`src/text_console_writer_defines.svh`:
```
// Assertion macros used by the console writer top level.
`ifndef TEXT_CONSOLE_WRITER_DEFINES_SVH
`define TEXT_CONSOLE_WRITER_DEFINES_SVH

// Same-cycle implication, disabled during reset.
`define TCW_ASSERT_IMP(label, clk, rst, ante, cons) \
  label: assert property (@(posedge clk) disable iff (rst) (ante) |-> (cons)) \
    else $error("text_console_writer: check failed");

// Next-cycle implication, disabled during reset.
`define TCW_ASSERT_NEXT(label, clk, rst, ante, cons) \
  label: assert property (@(posedge clk) disable iff (rst) (ante) |=> (cons)) \
    else $error("text_console_writer: check failed");

`endif

```
`src/tcw_pkg.sv`:
```
// Shared constants and controller/datapath types of the text console writer.
package tcw_pkg;

  localparam int DEFAULT_COLUMNS = 80;
  localparam int DEFAULT_ROWS    = 25;

  localparam int OPCODE_W  = 2;
  localparam int CHAR_W    = 8;
  localparam int INDEX_W   = 11;
  localparam int POS_W     = 11;
  localparam int CELL_W    = 16;
  localparam int COLOR_W   = 4;
  localparam int CFG_IDX_W = 2;

  localparam logic [OPCODE_W-1:0] OP_PUT   = 2'd0;
  localparam logic [OPCODE_W-1:0] OP_CLEAR = 2'd1;
  localparam logic [OPCODE_W-1:0] OP_READ  = 2'd2;

  localparam logic [CFG_IDX_W-1:0] REG_FG = 2'd0;
  localparam logic [CFG_IDX_W-1:0] REG_BG = 2'd1;

  localparam logic [CHAR_W-1:0]  NEWLINE_CODE = 8'd10;
  localparam logic [CHAR_W-1:0]  BLANK_CODE   = 8'h20;
  localparam logic [COLOR_W-1:0] FG_RESET     = 4'hF;
  localparam logic [COLOR_W-1:0] BG_RESET     = 4'h0;

  typedef struct packed {
    logic capture;
    logic div;
    logic col;
    logic phys;
    logic addr;
    logic put_write;
    logic mem_read;
    logic sel;
    logic clear;
    logic load_out;
  } cmd_t;

  typedef struct packed {
    logic out_stall;
  } stat_t;

endpackage

```
`src/tcw_ctrl.sv`:
```
// Controller state machine that sequences each item through the datapath.
module tcw_ctrl (
  input  logic                         clk,
  input  logic                         rst,
  input  logic                         in_valid,
  input  logic [tcw_pkg::OPCODE_W-1:0] opcode,
  output logic                         in_ready,
  input  tcw_pkg::stat_t               stat,
  output tcw_pkg::cmd_t                cmd
);

  localparam logic [3:0] S_IDLE  = 4'd0;
  localparam logic [3:0] S_RDIV  = 4'd1;
  localparam logic [3:0] S_RCOL  = 4'd2;
  localparam logic [3:0] S_PHYS  = 4'd3;
  localparam logic [3:0] S_ADDR  = 4'd4;
  localparam logic [3:0] S_WRITE = 4'd5;
  localparam logic [3:0] S_RMEM  = 4'd6;
  localparam logic [3:0] S_RSEL  = 4'd7;
  localparam logic [3:0] S_CLEAR = 4'd8;
  localparam logic [3:0] S_DONE  = 4'd9;

  logic [3:0]                   state;
  logic [3:0]                   state_next;
  logic [tcw_pkg::OPCODE_W-1:0] op;

  always_ff @(posedge clk) begin
    if (rst) begin
      state <= S_IDLE;
    end else begin
      state <= state_next;
    end
  end

  always_ff @(posedge clk) begin
    if (cmd.capture) begin
      op <= opcode;
    end
  end

  always_comb begin
    cmd        = '0;
    state_next = state;
    in_ready   = 1'b0;
    unique case (state)
      S_IDLE: begin
        in_ready = 1'b1;
        if (in_valid) begin
          cmd.capture = 1'b1;
          unique case (opcode)
            tcw_pkg::OP_PUT:   state_next = S_PHYS;
            tcw_pkg::OP_CLEAR: state_next = S_CLEAR;
            tcw_pkg::OP_READ:  state_next = S_RDIV;
            default:           state_next = S_DONE;
          endcase
        end
      end
      S_RDIV: begin
        cmd.div    = 1'b1;
        state_next = S_RCOL;
      end
      S_RCOL: begin
        cmd.col    = 1'b1;
        state_next = S_PHYS;
      end
      S_PHYS: begin
        cmd.phys   = 1'b1;
        state_next = S_ADDR;
      end
      S_ADDR: begin
        cmd.addr   = 1'b1;
        state_next = (op == tcw_pkg::OP_PUT) ? S_WRITE : S_RMEM;
      end
      S_WRITE: begin
        cmd.put_write = 1'b1;
        state_next    = S_DONE;
      end
      S_RMEM: begin
        cmd.mem_read = 1'b1;
        state_next   = S_RSEL;
      end
      S_RSEL: begin
        cmd.sel    = 1'b1;
        state_next = S_DONE;
      end
      S_CLEAR: begin
        cmd.clear  = 1'b1;
        state_next = S_DONE;
      end
      S_DONE: begin
        if (!stat.out_stall) begin
          cmd.load_out = 1'b1;
          state_next   = S_IDLE;
        end
      end
      default: state_next = S_IDLE;
    endcase
  end

endmodule

```
`config.mk`:
```
export PLATFORM = sky130hd
export DESIGN_NAME = tcw_ctrl
export DESIGN_NICKNAME = d
export VERILOG_FILES = /design/src/text_console_writer_defines.svh /design/src/tcw_pkg.sv /design/src/tcw_ctrl.sv
export SDC_FILE = /design/constraint.sdc
export NUM_CORES = 1
export LEC_CHECK = 0
export BUFFER_PORTS_ARGS = -buffer_cell sky130_fd_sc_hd__buf_2
export CAP_MARGIN = 10
export CORE_AREA = 2 2 39 41
export DETAILED_ROUTE_END_ITERATION = 8
export DIE_AREA = 0 0 41 43
export PLACE_DENSITY_LB_ADDON = 0.3
export SYNTH_ARGS = -nofsm -noshare
export SYNTH_HDL_FRONTEND = slang
export SYNTH_SLANG_ARGS = --single-unit
```
`constraint.sdc`:
```
create_clock -name clk -period 1.3 [get_ports clk]
set_input_delay 0.325 -clock clk [delete_from_list [all_inputs] [get_ports clk]]
set_output_delay 0.325 -clock clk [all_outputs]
set_load 0.05 [all_outputs]
```
### Word-level counts from Yosys, hierarchy flattened

Index checks and enable logic that the tools add are counted.

| operators by class | value |
|---|---|
| equality and inequality tests | 13 |
| mux-type cells | 18 |
| reduce and logical (&&, ||, !) cells | 5 |

Operator list:

| kind | count |
|---|---|
| $pmux W4 S8 | 1 |
| $eq A4 B3 Y1 const B | 4 |
| $mux W1 | 13 |
| $pmux W4 S3 | 1 |
| $eq A4 B2 Y1 const B | 2 |
| $eq A4 B4 Y1 const B | 2 |
| $mux W4 | 2 |
| $eq A4 B1 Y1 const B | 1 |
| $logic_not A2 Y1 | 2 |
| $logic_not A4 Y1 | 1 |
| $ne A2 B2 Y1 const B | 2 |
| $reduce_or A3 Y1 | 1 |
| $eq A2 B1 Y1 const B | 1 |
| $eq A2 B2 Y1 const B | 1 |
| $mux W2 | 1 |
| $reduce_and A2 Y1 | 1 |

| word-level totals | value |
|---|---|
| flip-flop bits (word level) | 6 |
| output and inout port bits | 11 |
| word-level logic and storage cells | 38 |

### Logic depth before layout (Yosys ltp)

| logic depth | value |
|---|---|
| word-level depth | 4 |
| depth in mapped cells | 5 |
| mapped depth without buffers | 4 |

### Worst setup path before layout

No wires, ideal clock.

| path | value |
|---|---|
| path kind | reg2reg |
| start | register state[2] |
| end | register op[0] in the netlist's numbering (enable) |
| library setup time | 0.375 ns |
| arrival | 1.701 ns |
| required time | 0.925 ns |
| slack | -0.776 ns |
| cell stages (with the launch flop) | 4 |
| buffers on the path | 1 |
| clock period less this slack | 2.076 ns |
| cell sequence | dfxtp_1 > buf_6 > nor4_4 > and2_1 |

RTL lines:

| what | line | source |
|---|---|---|
| start: declaration | tcw_ctrl.sv:23 | `logic [3:0] state;` |
| start signal: assignment | tcw_ctrl.sv:31 | `state <= state_next;` |
| end signal: assignment | tcw_ctrl.sv:37 | `op <= opcode;` |
| end: declaration | tcw_ctrl.sv:25 | `logic [tcw_pkg::OPCODE_W-1:0] op;` |

==> results.md <==
* Status: finished, violations left
* Violated checks: negative setup slack
* CP top delay family: simple AND/OR/NAND/NOR gates
* Total GRT Usage at 0.174
* # IOs at 17
* Hold Vio Cnt, Final at 0
* Grt ovf at 0
* FF-to-FF setup slack at -0.01 ns
* Cell Area, Placed at between 700 and 800 um^2
* Post-synth top flop: dfxtp_1
* Max VDD drop at 1300 uV
* Core box area at between 1000 and 1500 um^2
* Fin Setup TNS at -2.14 ns
* Vias in the first global route at between 400 and 500
* NumNets Final at 95
* P_leak at ~0.38 nW
* Max_cap viols at 0
* Worst skew pair latency at between 0.2 and 0.3 ns
* Register Area at 155 um^2
* Final Cell Area at between 900 and 1000 um^2
* Critical Path RT at slightly below 1 ns
* CP endpoint kind: output port
* Placed cell count at between 90 and 100
* Max-slew violation count at 0
* Final wirelength at 1260 um
* Largest net degree at the start of global routing at 8
* Setup ws final at -0.253 ns
* CTS Sinks at 6
* Gp weighted congestion at 0.730
* Non-filler instance count after layout at about 100
* Skew final at 0.00932 ns
* Place WS at -0.139 ns
* Root Driver: clkbuf_4
* Met3 usage at 0.0628
* Mapped cell area at 439 um^2
* Worst-path fanout max at 5
* Starting Density at 0.317
* Crit path launch type: register
* M2 GR Usage at 0.247
* M1 GR Usage at 0.217
* Crit path cell chain: nor4_4, and2_4, buf_8
* Fin util at 0.671
* Final Setup Violations at 12
* First-pass GRT wire length at slightly below 2000 um
* Mapped Nets at 56
* Fin crit share at 1.19
* Synth top area share at 0.182
* Post-synth EDFFs at 2
* Worst Tran Pin Value at 0.229 ns
* Async set or reset register ratio after synthesis at 0
* CTS tree: built
* Slew headroom at 0.846
* Hold Crit Class: in -> reg
* Gr busiest metal: met2
* Syn_area_per_cell at about 8.8 um^2
* Post-synth cell types at 21
* Post-DP HPWL at roughly 840 um
* Layout cells sized above 1 at 0.739
* Worst hold margin at roughly 0.28 ns
* Maximum clock path buffer count at 2
* Highest clock rate at between 600 and 700 MHz
* Worst Path Buf+Inv at 1
* Sequential area share after synthesis at 0.319
* Die X at roughly 41 um
* Routed Antenna Nets at 0
* WS Path Type: reg -> out
* RSZ-0062 raised after global routing: true
* Initial antenna violation count at 0
* Routed vias at roughly 500
* Layout area overhead at 111%
* Crit path DAT at 1.23 ns
* Final Critical Period at 1.55 ns
* Total power draw at around 1.9 mW
* Top post-synthesis cells by area: dfxtp_1 (18%), edfxtp_1 (14%), nand2b_1 (8.5%)
* Reg clk slew, reported paths at 0.05 ns
* Commonest non-fill, non-tap cells in the layout: buf_4 (18), buf_6 (10), nor3_4 (7)
* Yosys warns at 0
* H-Tree Depth at 1
* TritonCTS buffer count at 3
* ANT cells at 0
* Commonest non-fill, non-tap cell in the layout: buf_4
* Multi-input logic area at roughly 380 um^2
* Fillers at 110
* Post-synth top area cell: dfxtp_1
* # rows at 14
* CP max-delay cell: dfxtp_4
* Initial DRT Pass Iterations at 4
* Flops & latches, synth at 6
* CP peak stage delay at between 0.3 and 0.4 ns
* Vias per Instance at roughly 4.8
* Syn Inst Count at 50
* CTS Hold Buffers Added at 0
* Die area at between 1500 and 2000 um^2
* DR iter-0 viols at 13
* PortBufs at 16
* Pwr dens at 2040 nW/um^2
* # DRC at 0
* Routed len/inst at around 12 um
* Chip Height at roughly 43 um
-- power by group --
part | switching [mW] | leakage [nW] | internal (mW) | total, mW
registers | 0.0874 | 0.0546 | 0.265 | 0.352
clock network | 0.0743 | 0.0150 | 0.117 | 0.191
logic | 0.679 | 0.314 | 0.671 | 1.35
total | 0.840 | 0.383 | 1.05 | 1.89
-- path summary, 6_finish.rpt --
| kind | startpoint | to | cells past startpoint |
|---|---|---|---|
| worst max-delay path | state[2] | cmd[9] | 3 |
| worst min-delay path | opcode[1] | op[1] | 1 |
| worst min register to register | state[3] | state[2] | 2 |
| worst max register to register | state[2] | state[0] | 6 |
-- what timing repair did --
item | CTS | global route
setup endpoints to repair | 14 | 14
buffers inserted | 6 | 1
pin swaps | 5 | 6
gates resized for setup | 39 | 5
-- area by class of cell --
cell class / count / area share
multi-input cells: 40 / 0.408
flip-flops and latches: 6 / 0.167
repair buffers: 38 / 0.375
clock buffers: 4 / 0.0283
well taps: 16 / 0.0216
-- cells by family (layout without fill, tap and decap cells) --
group / count (synthesis) / count (layout) / share of synthesized area
multiplexers: 2 / 2 / 0.0484
buffers and inverters: 4 / 42 / 0.0940
AND/OR/NAND/NOR: 29 / 29 / 0.399
AO/OA/AOI/OAI: 9 / 9 / 0.140
flip-flops: 6 / 6 / 0.319
-- synth_stat cells (2+ instances only) --
cell type	n
nor3_1	5
a21oi_1	3
dfxtp_1	4
o21ai_0	2
edfxtp_1	2
nand2b_1	6
nor2_1	8
nand2_1	3
nor3_2	3
buf_6	3
-- worst reg2reg max path, delay by kind of cell (launching register included) --
family	cells	cell delay [ns]
compound gates	1	0.14
buf+inv	2	0.27
flops	1	0.36
mux	1	0.21
simple gates	2	0.26
-- flip-flops by register name, summed over array words and instances, names as in the netlist --
| name | flops |
|---|---|
| op | 2 |
| state | 4 |
-- metal layers --
| metal | up-vias | part of all wire |
|---|---|---|
| met5 | - | 0 |
| met4 | 0 | 0.0095 |
| met3 | 2 | 0.021 |
| met2 | 7 | 0.55 |
| met1 | 236 | 0.42 |
| li1 | 256 | - |
(Power assumes the default switching activity.)
